[config.mk]
export PLATFORM = sky130hd
export DESIGN_NAME = slew_limited_p_drive_with_settle_unit
export DESIGN_NICKNAME = d
export VERILOG_FILES = /design/src/rtl/core/slpd_pkg.sv /design/src/rtl/core/slew_limited_p_drive_with_settle_unit.sv /design/src/rtl/core/slpd_front.sv /design/src/rtl/core/slpd_slew.sv /design/src/rtl/core/slpd_ctrl.sv
export SDC_FILE = /design/constraint.sdc
export NUM_CORES = 2
export LEC_CHECK = 0
export BUFFER_PORTS_ARGS = -buffer_cell sky130_fd_sc_hd__buf_4
export CORE_MARGIN = 3
export CORE_UTILIZATION = 50
export DETAILED_ROUTE_END_ITERATION = 8
export PLACE_DENSITY = 0.7
export SLEW_MARGIN = 20
export SYNTH_ARGS = -nofsm -noshare
export SYNTH_HDL_FRONTEND = slang
export SYNTH_SLANG_ARGS = --single-unit
export TNS_END_PERCENT = 5
[constraint.sdc]
create_clock -name clk -period 11.2 [get_ports clk]
set_input_delay 1.12 -clock clk [delete_from_list [all_inputs] [get_ports clk]]
set_output_delay 1.12 -clock clk [all_outputs]
set_load 0.05 [all_outputs]
[src/rtl/core/slpd_pkg.sv]
// ----------------------------------------------------------------------------
// slpd_pkg
// Types and constants shared by the slew-limited proportional drive block.
// ----------------------------------------------------------------------------
package slpd_pkg;

  // Field widths
  localparam int POS_W   = 21;
  localparam int ERR_W   = POS_W + 1;
  localparam int GAIN_W  = 16;
  localparam int VEL_W   = 15;
  localparam int DRV_W   = 16;
  localparam int RANGE_W = 16;
  localparam int TIME_W  = 16;
  localparam int TICK_W  = 8;
  localparam int CNT_W   = 17;
  localparam int DEM_W   = ERR_W + GAIN_W + 1;

  // Port widths
  localparam int IN_DATA_W  = 56;  // 50 bits of fields, padded to bytes
  localparam int OUT_DATA_W = 32;
  localparam int CFG_ADDR_W = 3;
  localparam int CFG_DATA_W = 21;

  // Register indexes
  typedef enum logic [CFG_ADDR_W-1:0] {
    CFG_TARGET      = 3'd0,
    CFG_GAIN        = 3'd1,
    CFG_MAX_VEL     = 3'd2,
    CFG_ACCEL       = 3'd3,
    CFG_SETTLE_RNG  = 3'd4,
    CFG_SETTLE_TIME = 3'd5
  } cfg_idx_t;

  // Register reset values
  localparam logic signed [POS_W-1:0] TARGET_RST      = '0;
  localparam logic [GAIN_W-1:0]       GAIN_RST        = 16'd256;
  localparam logic [VEL_W-1:0]        MAX_VEL_RST     = 15'd25600;
  localparam logic [VEL_W-1:0]        ACCEL_RST       = 15'd512;
  localparam logic [RANGE_W-1:0]      SETTLE_RNG_RST  = 16'd10;
  localparam logic [TIME_W-1:0]       SETTLE_TIME_RST = 16'd200;

  // Configuration register set
  typedef struct packed {
    logic signed [POS_W-1:0] target;
    logic [GAIN_W-1:0]       gain;
    logic [VEL_W-1:0]        max_vel;
    logic [VEL_W-1:0]        accel;
    logic [RANGE_W-1:0]      settle_rng;
    logic [TIME_W-1:0]       settle_time;
  } cfg_t;

  // Per-side demand, already classified against the clamp
  typedef struct packed {
    logic signed [DRV_W-1:0] dem;   // valid when neither hi nor lo
    logic                    hi;    // demand above +max
    logic                    lo;    // demand below -max
  } side_dem_t;

  // Request passed from the demand stage to the control stage
  typedef struct packed {
    side_dem_t         l;
    side_dem_t         r;
    logic              out_band;  // either error outside the settle band
    logic [TICK_W-1:0] tick;
    logic              restart;
  } dem_req_t;

endpackage

[src/rtl/core/slew_limited_p_drive_with_settle_unit.sv]
// ----------------------------------------------------------------------------
// slew_limited_p_drive_with_settle_unit
// Proportional drive with slew limit and settle detection, two encoder sides.
// ----------------------------------------------------------------------------
// Pipeline: a request passes the input register, the demand register and the
//   result register, in that order.
// Throughput: one request per cycle while out_tready allows; the control
//   stage's velocity/settle update is combinational, so requests may follow back to back.
// Reset (rst_n low, synchronous): velocities, settle counter and done clear,
//   pipeline empties, registers return to their documented defaults.
// ----------------------------------------------------------------------------
module slew_limited_p_drive_with_settle_unit
  import slpd_pkg::*;
(
  input  logic                   clk,
  input  logic                   rst_n,
  // Request channel
  input  logic                   in_tvalid,
  output logic                   in_tready,
  input  logic [IN_DATA_W-1:0]   in_tdata,   // [20:0] left_position, [41:21] right_position,
                                             // [49:42] tick_ms, [55:50] zero
  input  logic                   in_tuser,   // [0] restart
  // Result channel
  output logic                   out_tvalid,
  input  logic                   out_tready,
  output logic [OUT_DATA_W-1:0]  out_tdata,  // [15:0] left_drive, [31:16] right_drive
  output logic                   out_tuser,  // [0] done_res
  // Configuration writes
  input  logic                   cfg_wr_en,
  input  logic [CFG_ADDR_W-1:0]  cfg_addr,
  input  logic [CFG_DATA_W-1:0]  cfg_wdata
);

  cfg_t     cfg_r;
  logic     dem_valid;
  logic     dem_ready;
  dem_req_t dem_req;

  // Configuration registers
  always_ff @(posedge clk) begin
    if (!rst_n) begin
      cfg_r.target      <= TARGET_RST;
      cfg_r.gain        <= GAIN_RST;
      cfg_r.max_vel     <= MAX_VEL_RST;
      cfg_r.accel       <= ACCEL_RST;
      cfg_r.settle_rng  <= SETTLE_RNG_RST;
      cfg_r.settle_time <= SETTLE_TIME_RST;
    end else if (cfg_wr_en) begin
      unique case (cfg_addr)
        CFG_TARGET:      cfg_r.target      <= cfg_wdata[POS_W-1:0];
        CFG_GAIN:        cfg_r.gain        <= cfg_wdata[GAIN_W-1:0];
        CFG_MAX_VEL:     cfg_r.max_vel     <= cfg_wdata[VEL_W-1:0];
        CFG_ACCEL:       cfg_r.accel       <= cfg_wdata[VEL_W-1:0];
        CFG_SETTLE_RNG:  cfg_r.settle_rng  <= cfg_wdata[RANGE_W-1:0];
        CFG_SETTLE_TIME: cfg_r.settle_time <= cfg_wdata[TIME_W-1:0];
        default: ;
      endcase
    end
  end

  slpd_front u_front (
    .clk       (clk),
    .rst_n     (rst_n),
    .in_tvalid (in_tvalid),
    .in_tready (in_tready),
    .in_tdata  (in_tdata),
    .in_tuser  (in_tuser),
    .cfg       (cfg_r),
    .dn_valid  (dem_valid),
    .dn_ready  (dem_ready),
    .dn_req    (dem_req)
  );

  slpd_ctrl u_ctrl (
    .clk        (clk),
    .rst_n      (rst_n),
    .up_valid   (dem_valid),
    .up_ready   (dem_ready),
    .up_req     (dem_req),
    .cfg        (cfg_r),
    .out_tvalid (out_tvalid),
    .out_tready (out_tready),
    .out_tdata  (out_tdata),
    .out_tuser  (out_tuser)
  );

endmodule

[src/rtl/core/slpd_front.sv]
// ----------------------------------------------------------------------------
// slpd_front
// Input register and demand stage: error, gain product, clamp and band checks.
// ----------------------------------------------------------------------------
module slpd_front
  import slpd_pkg::*;
(
  input  logic                  clk,
  input  logic                  rst_n,
  input  logic                  in_tvalid,
  output logic                  in_tready,
  input  logic [IN_DATA_W-1:0]  in_tdata,   // left_position, right_position, tick_ms
  input  logic                  in_tuser,   // restart
  input  cfg_t                  cfg,
  output logic                  dn_valid,
  input  logic                  dn_ready,
  output dem_req_t              dn_req
);

  // Stage 1: registered input request
  logic                     s1_vld_r;
  logic signed [POS_W-1:0]  s1_lpos_r;
  logic signed [POS_W-1:0]  s1_rpos_r;
  logic [TICK_W-1:0]        s1_tick_r;
  logic                     s1_restart_r;

  // Stage 2: registered demand request
  logic                     s2_vld_r;
  dem_req_t                 s2_req_r;
  dem_req_t                 s2_req_nxt;

  logic s1_rdy;
  logic s2_rdy;

  assign s2_rdy    = !s2_vld_r || dn_ready;
  assign s1_rdy    = !s1_vld_r || s2_rdy;
  assign in_tready = s1_rdy;
  assign dn_valid  = s2_vld_r;
  assign dn_req    = s2_req_r;

  // Error times gain, classified against the clamp
  function automatic side_dem_t side_demand(input logic signed [ERR_W-1:0] err,
                                            input logic [GAIN_W-1:0]       gain,
                                            input logic [VEL_W-1:0]        mx);
    logic signed [DEM_W-1:0] prod;
    logic signed [DEM_W-1:0] mx_s;
    side_dem_t               res;
    prod   = err * $signed({1'b0, gain});
    mx_s   = $signed({{(DEM_W-VEL_W){1'b0}}, mx});
    res.hi = prod > mx_s;
    res.lo = prod < -mx_s;
    res.dem = prod[DRV_W-1:0];
    return res;
  endfunction

  // Magnitude of an error above the band
  function automatic logic outside_band(input logic signed [ERR_W-1:0] err,
                                        input logic [RANGE_W-1:0]      rng);
    logic [ERR_W-1:0] mag;
    mag = err[ERR_W-1] ? ERR_W'(-err) : ERR_W'(err);
    return mag > {{(ERR_W-RANGE_W){1'b0}}, rng};
  endfunction

  // Demand stage logic
  always_comb begin
    logic signed [ERR_W-1:0] lerr;
    logic signed [ERR_W-1:0] rerr;
    lerr = ERR_W'(cfg.target) - ERR_W'(s1_lpos_r);
    rerr = ERR_W'(cfg.target) - ERR_W'(s1_rpos_r);
    s2_req_nxt.l        = side_demand(lerr, cfg.gain, cfg.max_vel);
    s2_req_nxt.r        = side_demand(rerr, cfg.gain, cfg.max_vel);
    s2_req_nxt.out_band = outside_band(lerr, cfg.settle_rng) ||
                          outside_band(rerr, cfg.settle_rng);
    s2_req_nxt.tick     = s1_tick_r;
    s2_req_nxt.restart  = s1_restart_r;
  end

  // Valid bits
  always_ff @(posedge clk) begin
    if (!rst_n) begin
      s1_vld_r <= 1'b0;
      s2_vld_r <= 1'b0;
    end else begin
      if (s1_rdy) s1_vld_r <= in_tvalid;
      if (s2_rdy) s2_vld_r <= s1_vld_r;
    end
  end

  // Payload
  always_ff @(posedge clk) begin
    if (in_tvalid && s1_rdy) begin
      s1_lpos_r    <= in_tdata[POS_W-1:0];
      s1_rpos_r    <= in_tdata[2*POS_W-1:POS_W];
      s1_tick_r    <= in_tdata[2*POS_W+TICK_W-1:2*POS_W];
      s1_restart_r <= in_tuser;
    end
    if (s1_vld_r && s2_rdy) begin
      s2_req_r <= s2_req_nxt;
    end
  end

endmodule

[src/rtl/core/slpd_slew.sv]
// ----------------------------------------------------------------------------
// slpd_slew
// One side's velocity update: clamp to +/-max, else ramp by the accel step.
// ----------------------------------------------------------------------------
module slpd_slew
  import slpd_pkg::*;
(
  input  logic signed [DRV_W-1:0] vel_i,
  input  side_dem_t               dem_i,
  input  logic [VEL_W-1:0]        max_vel_i,
  input  logic [VEL_W-1:0]        accel_i,
  output logic signed [DRV_W-1:0] vel_o
);

  logic signed [DRV_W:0] up_sum;
  logic signed [DRV_W:0] dn_sum;
  logic signed [DRV_W-1:0] up_sat;
  logic signed [DRV_W-1:0] dn_sat;

  // Ramp up and down with 16-bit saturation
  assign up_sum = (DRV_W+1)'(vel_i) + $signed({2'b00, accel_i});
  assign dn_sum = (DRV_W+1)'(vel_i) - $signed({2'b00, accel_i});

  always_comb begin
    if (up_sum[DRV_W] != up_sum[DRV_W-1]) begin
      up_sat = up_sum[DRV_W] ? {1'b1, {(DRV_W-1){1'b0}}} : {1'b0, {(DRV_W-1){1'b1}}};
    end else begin
      up_sat = up_sum[DRV_W-1:0];
    end
    if (dn_sum[DRV_W] != dn_sum[DRV_W-1]) begin
      dn_sat = dn_sum[DRV_W] ? {1'b1, {(DRV_W-1){1'b0}}} : {1'b0, {(DRV_W-1){1'b1}}};
    end else begin
      dn_sat = dn_sum[DRV_W-1:0];
    end
  end

  // Select the new velocity
  always_comb begin
    if (dem_i.hi) begin
      vel_o = $signed({1'b0, max_vel_i});
    end else if (dem_i.lo) begin
      vel_o = -$signed({1'b0, max_vel_i});
    end else if (dem_i.dem > vel_i) begin
      vel_o = up_sat;
    end else if (dem_i.dem < vel_i) begin
      vel_o = dn_sat;
    end else begin
      vel_o = vel_i;
    end
  end

endmodule

[src/rtl/core/slpd_ctrl.sv]
// ----------------------------------------------------------------------------
// slpd_ctrl
// Control stage: velocity state, settle counter, done latch, result register.
// ----------------------------------------------------------------------------
module slpd_ctrl
  import slpd_pkg::*;
(
  input  logic                   clk,
  input  logic                   rst_n,
  input  logic                   up_valid,
  output logic                   up_ready,
  input  dem_req_t               up_req,
  input  cfg_t                   cfg,
  output logic                   out_tvalid,
  input  logic                   out_tready,
  output logic [OUT_DATA_W-1:0]  out_tdata,   // left_drive, right_drive
  output logic                   out_tuser    // done_res
);

  logic signed [DRV_W-1:0] lvel_r, lvel_nxt;
  logic signed [DRV_W-1:0] rvel_r, rvel_nxt;
  logic [CNT_W-1:0]        cnt_r, cnt_nxt;
  logic                    fin_r, fin_nxt;

  logic                    out_vld_r;
  logic signed [DRV_W-1:0] out_ldrv_r, out_ldrv_nxt;
  logic signed [DRV_W-1:0] out_rdrv_r, out_rdrv_nxt;
  logic                    out_done_r;

  logic                    acc;
  logic signed [DRV_W-1:0] lvel_eff, rvel_eff;
  logic [CNT_W-1:0]        cnt_eff;
  logic                    fin_eff;
  logic signed [DRV_W-1:0] lvel_slew, rvel_slew;
  logic [CNT_W:0]          cnt_sum;

  assign up_ready   = !out_vld_r || out_tready;
  assign acc        = up_valid && up_ready;
  assign out_tvalid = out_vld_r;
  assign out_tdata  = {out_rdrv_r, out_ldrv_r};
  assign out_tuser  = out_done_r;

  // Restart clears the state before this request
  assign lvel_eff = up_req.restart ? '0 : lvel_r;
  assign rvel_eff = up_req.restart ? '0 : rvel_r;
  assign cnt_eff  = up_req.restart ? '0 : cnt_r;
  assign fin_eff  = up_req.restart ? 1'b0 : fin_r;

  slpd_slew u_slew_l (
    .vel_i     (lvel_eff),
    .dem_i     (up_req.l),
    .max_vel_i (cfg.max_vel),
    .accel_i   (cfg.accel),
    .vel_o     (lvel_slew)
  );

  slpd_slew u_slew_r (
    .vel_i     (rvel_eff),
    .dem_i     (up_req.r),
    .max_vel_i (cfg.max_vel),
    .accel_i   (cfg.accel),
    .vel_o     (rvel_slew)
  );

  assign cnt_sum = {1'b0, cnt_eff} + (CNT_W+1)'(up_req.tick);

  // Next state; frozen once done
  always_comb begin
    lvel_nxt = lvel_eff;
    rvel_nxt = rvel_eff;
    cnt_nxt  = cnt_eff;
    fin_nxt  = fin_eff;
    if (!fin_eff) begin
      lvel_nxt = lvel_slew;
      rvel_nxt = rvel_slew;
      if (up_req.out_band) begin
        cnt_nxt = '0;
      end else if (cnt_sum[CNT_W]) begin
        cnt_nxt = '1;
      end else begin
        cnt_nxt = cnt_sum[CNT_W-1:0];
      end
      fin_nxt = cnt_nxt > {{(CNT_W-TIME_W){1'b0}}, cfg.settle_time};
    end
    out_ldrv_nxt = fin_nxt ? '0 : lvel_nxt;
    out_rdrv_nxt = fin_nxt ? '0 : rvel_nxt;
  end

  // Control state and result valid
  always_ff @(posedge clk) begin
    if (!rst_n) begin
      lvel_r    <= '0;
      rvel_r    <= '0;
      cnt_r     <= '0;
      fin_r     <= 1'b0;
      out_vld_r <= 1'b0;
    end else begin
      if (acc) begin
        lvel_r <= lvel_nxt;
        rvel_r <= rvel_nxt;
        cnt_r  <= cnt_nxt;
        fin_r  <= fin_nxt;
      end
      if (up_ready) out_vld_r <= up_valid;
    end
  end

  // Result payload
  always_ff @(posedge clk) begin
    if (acc) begin
      out_ldrv_r <= out_ldrv_nxt;
      out_rdrv_r <= out_rdrv_nxt;
      out_done_r <= fin_nxt;
    end
  end

  // A done result always carries zero drives
  a_done_zero: assert property (@(posedge clk) disable iff (!rst_n)
    out_vld_r && out_done_r |-> out_ldrv_r == '0 && out_rdrv_r == '0)
    else $error("done result with nonzero drive");

  // Done stays latched until a restart request
  a_fin_hold: assert property (@(posedge clk) disable iff (!rst_n)
    fin_r && !(acc && up_req.restart) |=> fin_r)
    else $error("done latch dropped without restart");

  // Velocities freeze while done
  a_vel_frozen: assert property (@(posedge clk) disable iff (!rst_n)
    acc && fin_r && !up_req.restart |=> $stable(lvel_r) && $stable(rvel_r))
    else $error("velocity changed while done");

  // Out-of-band error clears the settle counter
  a_cnt_clear: assert property (@(posedge clk) disable iff (!rst_n)
    acc && !fin_eff && up_req.out_band |=> cnt_r == '0)
    else $error("settle counter not cleared");

endmodule

== Word level (Yosys, flattened, before mapping) ==
Cells that the tools add are included.
Widths: inputs -> output; s select.

* Bits in registers: 282
* Output and inout bits: 35

* Multiplexer cells: 29
* Add/sub/neg operators: 11
* Equality and inequality tests: 9
* Reductions and logical operators: 17
* Magnitude comparators: 11
* $mul: 2

{| class="wikitable"
|+ Operators with widths
! kind !! number
|-
| $mux 16 || 20
|-
| $mux 17 || 5
|-
| $gt 39x16->1 || 2
|-
| $lt 39x39->1 || 2
|-
| $mul 22x17->39 || 2
|-
| $gt 22x16->1 || 2
|-
| $mux 22 || 2
|-
| $neg 22->22 || 2
|-
| $sub 21x21->22 || 2
|-
| $neg 15->39 || 1
|-
| $add 16x16->17 || 2
|-
| $sub 16x16->17 || 2
|-
| $gt 16x16->1 || 2
|-
| $lt 16x16->1 || 2
|-
| $add 17x8->18 || 1
|-
| $gt 17x16->1 || 1
|-
| $neg 15->16 || 1
|-
| $reduce_and 2->1 || 6
|-
| $eq 3x2->1 const B || 2
|-
| $eq 3x3->1 const B || 2
|-
| $logic_or 1x1->1 || 4
|-
| $ne 1x1->1 || 4
|-
| $eq 3x1->1 const B || 1
|-
| $logic_and 1x1->1 || 3
|-
| other kinds (3) || 6
|}

== Depth between registers and ports, before layout ==
* Depth in word-level cells: 9
* Depth in mapped cells: 44
* Mapped depth without buffers: 42

== Modules after synthesis ==
A second synthesis with hierarchy kept.

* Cells, all modules: 5809
* Area, all modules: 50449.6 um2

{| class="wikitable"
|+ Modules (own cells, without submodules)
! module !! cells each !! area an instance (um2) !! seq. area each (um2) !! instances
|-
| slpd_front || 4023 || 35885.7 || 2952.8 || 1
|-
| slpd_slew || 455 || 3020.4 || 0.0 || 2
|-
| slpd_ctrl || 512 || 4683.2 || 2011.9 || 1
|-
| slew_limited_p_drive_with_settle_unit || 364 || 3839.9 || 1981.9 || 1
|}

== Worst setup path after synthesis ==
OpenSTA, ideal clock, no wires.

* Path type: reg2reg
* From: register u_front.s1_rpos_r[6]
* To: register u_front.s2_req_r (netlist bit u_front.dn_req[10]) (data pin)
* Arrival time: 9.207 ns
* Required time: 11.052 ns
* Period minus slack after synthesis: 9.354 ns
* Path buffers: 2
* Stages on the path, launching flop included: 41
* Path slack: 1.846 ns
* Cells stage by stage: edfxtp_1 inv_1 ha_1 or3_4 or3_1 o221ai_2 o22a_2 o21ai_1 a31o_2 nor3_1 mux2_2 clkbuf_1 clkbuf_1 and2_1 fa_1 fa_1 fa_1 fa_1 (+5 left out) a21o_1 a21o_1 a21oi_1 o211ai_1 or2_2 a211o_1 a21o_1 a21oi_1 xnor2_1 ha_1 a21oi_1 nor2b_1 o21ai_0 nand2_1 a31o_2 o21ai_0 a32oi_1 a21oi_1

{| class="wikitable"
|+ RTL lines
! element !! RTL line !! source
|-
| start, declared || slpd_front.sv:23 || <nowiki>logic signed [POS_W-1:0] s1_rpos_r;</nowiki>
|-
| start signal, assigned || slpd_front.sv:93 || <nowiki>s1_rpos_r <= in_tdata[2*POS_W-1:POS_W];</nowiki>
|-
| end signal, assigned || slpd_front.sv:98 || <nowiki>s2_req_r <= s2_req_nxt;</nowiki>
|-
| end, declared || slpd_front.sv:29 || <nowiki>dem_req_t s2_req_r;</nowiki>
|}

==> results.sh <==
export IMPL_io_pins=121
export IMPL_dpl_hpwl_um=113000
export IMPL_core_um2=97100
export IMPL_rsz0062_at_grt="false"
export IMPL_dieHeight_um=320
export IMPL_hold_path_class="reg -> reg"
export IMPL_post_route_cell_area_um2=52700
export IMPL_grt_pass1_vias=41997
export IMPL_layout_common_cells="inv_1 (1,046), nand2_1 (714), fa_1 (693)"
export IMPL_synth_flop_cell="dfxtp_1"
export IMPL_tns_ns=0
export IMPL_synthArstFlopShare=0
export IMPL_port_buffers=114
export IMPL_end_kind="flop"
export IMPL_leakage_nw=25.2
export IMPL_path_common_cell="fa_1"
export IMPL_syn_area_um2=49200
export IMPL_layout_commonest_cell="inv_1"
export IMPL_first_pass_iters=5
export IMPL_numClockSinks=282
export IMPL_cp_max_fo=16
export IMPL_worst_clock_skew_ns=0.0255
export IMPL_slowest_stage="o311ai_2"
export IMPL_cts_buffers_inserted=34
export IMPL_clk_pin_slew_ns=0.06
export IMPL_pre_cts_slack_ns=0.880
export IMPL_ys_types=101
export IMPL_finish_utilization=0.543
export IMPL_vias=40393
export IMPL_dieArea_um2=102000
export IMPL_syn_nets=7035
export IMPL_synth_cells=5762
export IMPL_max_freq_ghz=0.0959
export IMPL_overflow=0
export IMPL_fin_ws_ns=0.769
export IMPL_drt_wl_total_um=145000
export IMPL_cts_tree="yes"
export IMPL_drc=0
export IMPL_drive_above_1_share=0.0585
export IMPL_syn_area_per_cell_um2=8.54
export IMPL_synth_seq_area_share=0.141
export IMPL_setup_viol=0
export IMPL_antenna_cells=0
export IMPL_worstMarginPinSlew_ns=1.16
export IMPL_vias_per_cell=5.73
export IMPL_gp_congestion=1.00
export IMPL_required_ns=11.53
export IMPL_status="finished, final reports clean"
export IMPL_nets=7023
export IMPL_htree_levels=2
export IMPL_finalHoldViolCount=0
export IMPL_power_density_nw_per_um2=101
export IMPL_grt_max_degree=95
export IMPL_crit_path_max_incr_delay_ns=0.80
export IMPL_clock_path_buffers=3
export IMPL_dpl_cell_area_um2=51500
export IMPL_ys_seq_elements=282
export IMPL_fin_crit_sh=0.931
export IMPL_die_w_um=320
export IMPL_grt_use_total=0.287
export IMPL_cts_root_buf="clkbuf_16"
export IMPL_critPathLaunchType="flop"
export IMPL_crit_arrival_ns=10.76
export IMPL_cts_setup_buffers=0
export IMPL_ys_warn_count=0
export IMPL_drt_initial_drc_count=3072
export IMPL_peakVddDrop_mv=0.0905
export IMPL_postCtsResizedCells=0
export IMPL_insertion_delay_ns=0.57
export IMPL_criticalPathCategory="reg -> reg"
export IMPL_min_period_ns=10.43
export IMPL_start_util=0.507
export IMPL_antenna_found_initial=1
export IMPL_area_growth_pct=7.18
export IMPL_relSlewSlack=0.221
export IMPL_max_cap_viol_count=0
export IMPL_postCtsHoldBufs=0
export IMPL_rows=114
export IMPL_grt_pass1_wl_um=231000
export IMPL_ant_nets=0
export IMPL_synth_edf_count=130
export IMPL_maxSlewViolCount=0
export IMPL_wl_per_cell_um=20.5
-- where the power goes --
part | internal, W | total (W) | switching, W
Clock | 0.000728 | 0.00122 | 0.000490
Sequential | 0.00116 | 0.00121 | 0.0000499
Combinational | 0.00107 | 0.00289 | 0.00182
-- sequential cells by signal, summed over array words and instances, names as in the netlist --
name                  flops
u_ctrl.fin_r              1
u_ctrl.out_rdrv_r        16
u_ctrl.rvel_r            16
u_ctrl.out_ldrv_r        16
u_ctrl.cnt_r             17
u_front.dn_valid          1
u_front.s1_lpos_r        21
u_ctrl.out_tvalid         1
u_front.s1_restart_r      1
u_front.s1_vld_r          1
u_ctrl.lvel_r            16
u_ctrl.out_tuser          1
cfg_r                    99
u_front.s1_rpos_r        21
u_front.s1_tick_r         8
u_front.dn_req           46
-- cell families after synthesis --
kind of cell / synth area share
compound gates: 0.132
buf+inv: 0.101
flops: 0.141
mux: 0.00315
fa+ha+maj: 0.410
simple gates: 0.176
xor+xnor: 0.0378
-- worst paths after layout --
check	cells past startpoint	from	slack, ns	end
max reg2reg	39	cfg_r[78]	0.77	u_front.dn_req[10]
min reg2reg	0	u_front.s1_tick_r[3]	0.42	u_front.dn_req[4]
min	0	u_front.s1_tick_r[3]	0.42	u_front.dn_req[4]
max	39	cfg_r[78]	0.77	u_front.dn_req[10]
-- synthesized netlist by cell type, types with 8 or more instances --
cell type / instances / area, µm²
buf_1: 9 / 33.8
or2_2: 8 / 50.1
o211ai_1: 53 / 398
ha_1: 494 / 6180
nor3_1: 76 / 380
o31ai_1: 18 / 135
a211o_1: 10 / 87.6
o31a_1: 8 / 70.1
a21boi_0: 108 / 811
and3_1: 28 / 175
mux2i_1: 11 / 110
o311ai_0: 9 / 78.8
o21ai_1: 12 / 60.1
dfxtp_1: 152 / 3040
edfxtp_1: 130 / 3900
nor4_1: 25 / 156
maj3_1: 11 / 110
and2_1: 308 / 1930
a31oi_1: 40 / 250
a21o_1: 80 / 601
inv_1: 1047 / 3930
nand3b_1: 9 / 67.6
nand2b_1: 89 / 557
nand2_1: 714 / 2680
or3_1: 29 / 181
nand3_1: 67 / 335
o21ai_0: 176 / 881
fa_1: 693 / 13900
a221oi_1: 14 / 123
xnor2_1: 149 / 1310
o22ai_1: 8 / 50.1
a211oi_1: 23 / 173
nor2b_1: 112 / 701
o21bai_1: 21 / 158
o21a_1: 47 / 353
nor2_1: 210 / 788
a21oi_1: 262 / 1310
clkbuf_1: 244 / 916
nand4_1: 43 / 269
xor2_1: 57 / 499
o41ai_1: 8 / 70.1
a31o_2: 10 / 87.6
-- metrics by stage --
| stage | cells | total power, W | hold WS, ns |
|---|---|---|---|
| after floorplan | 5762 | 0.00322 | 0.400 |
| after global placement | 6990 | 0.00402 | 0.402 |
| after detailed placement | 6990 | 0.00407 | 0.406 |
| final | 7051 | 0.00532 | 0.415 |
| after global routing | 7051 | 0.00571 | 0.411 |
| after CTS | 7051 | 0.00530 | 0.409 |
-- critical path: cells and delay by family, from the launching register on --
family | cells | cell delay, ns
buffers and inverters | 6 | 0.78
AO/OA/AOI/OAI | 16 | 3.92
flip-flops | 1 | 0.31
adder cells (fa/ha/maj) | 10 | 3.95
XOR/XNOR | 1 | 0.23
AND/OR/NAND/NOR | 6 | 0.99
-- layout make-up --
class / instances / area (µm²)
fill: 8926 / 44400
multi-input combinational: 4168 / 37400
sequential: 282 / 6950
clock inverter: 18 / 233
inverter: 1052 / 3950
tap: 1276 / 1600
timing repair buffer: 212 / 1590
clock buffer: 43 / 988
-- per-layer routing --
layer  track usage  vias up  part of all wire  wire length (µm)
met3        0.0383      409             0.070             10100
met2         0.475     1565              0.46             66900
met5             0        -                 0                 0
li1              -    18473                 -                 -
met4         0.146        0             0.060              8700
met1         0.369    19946              0.41             58900
(Power assumes the default switching activity.)
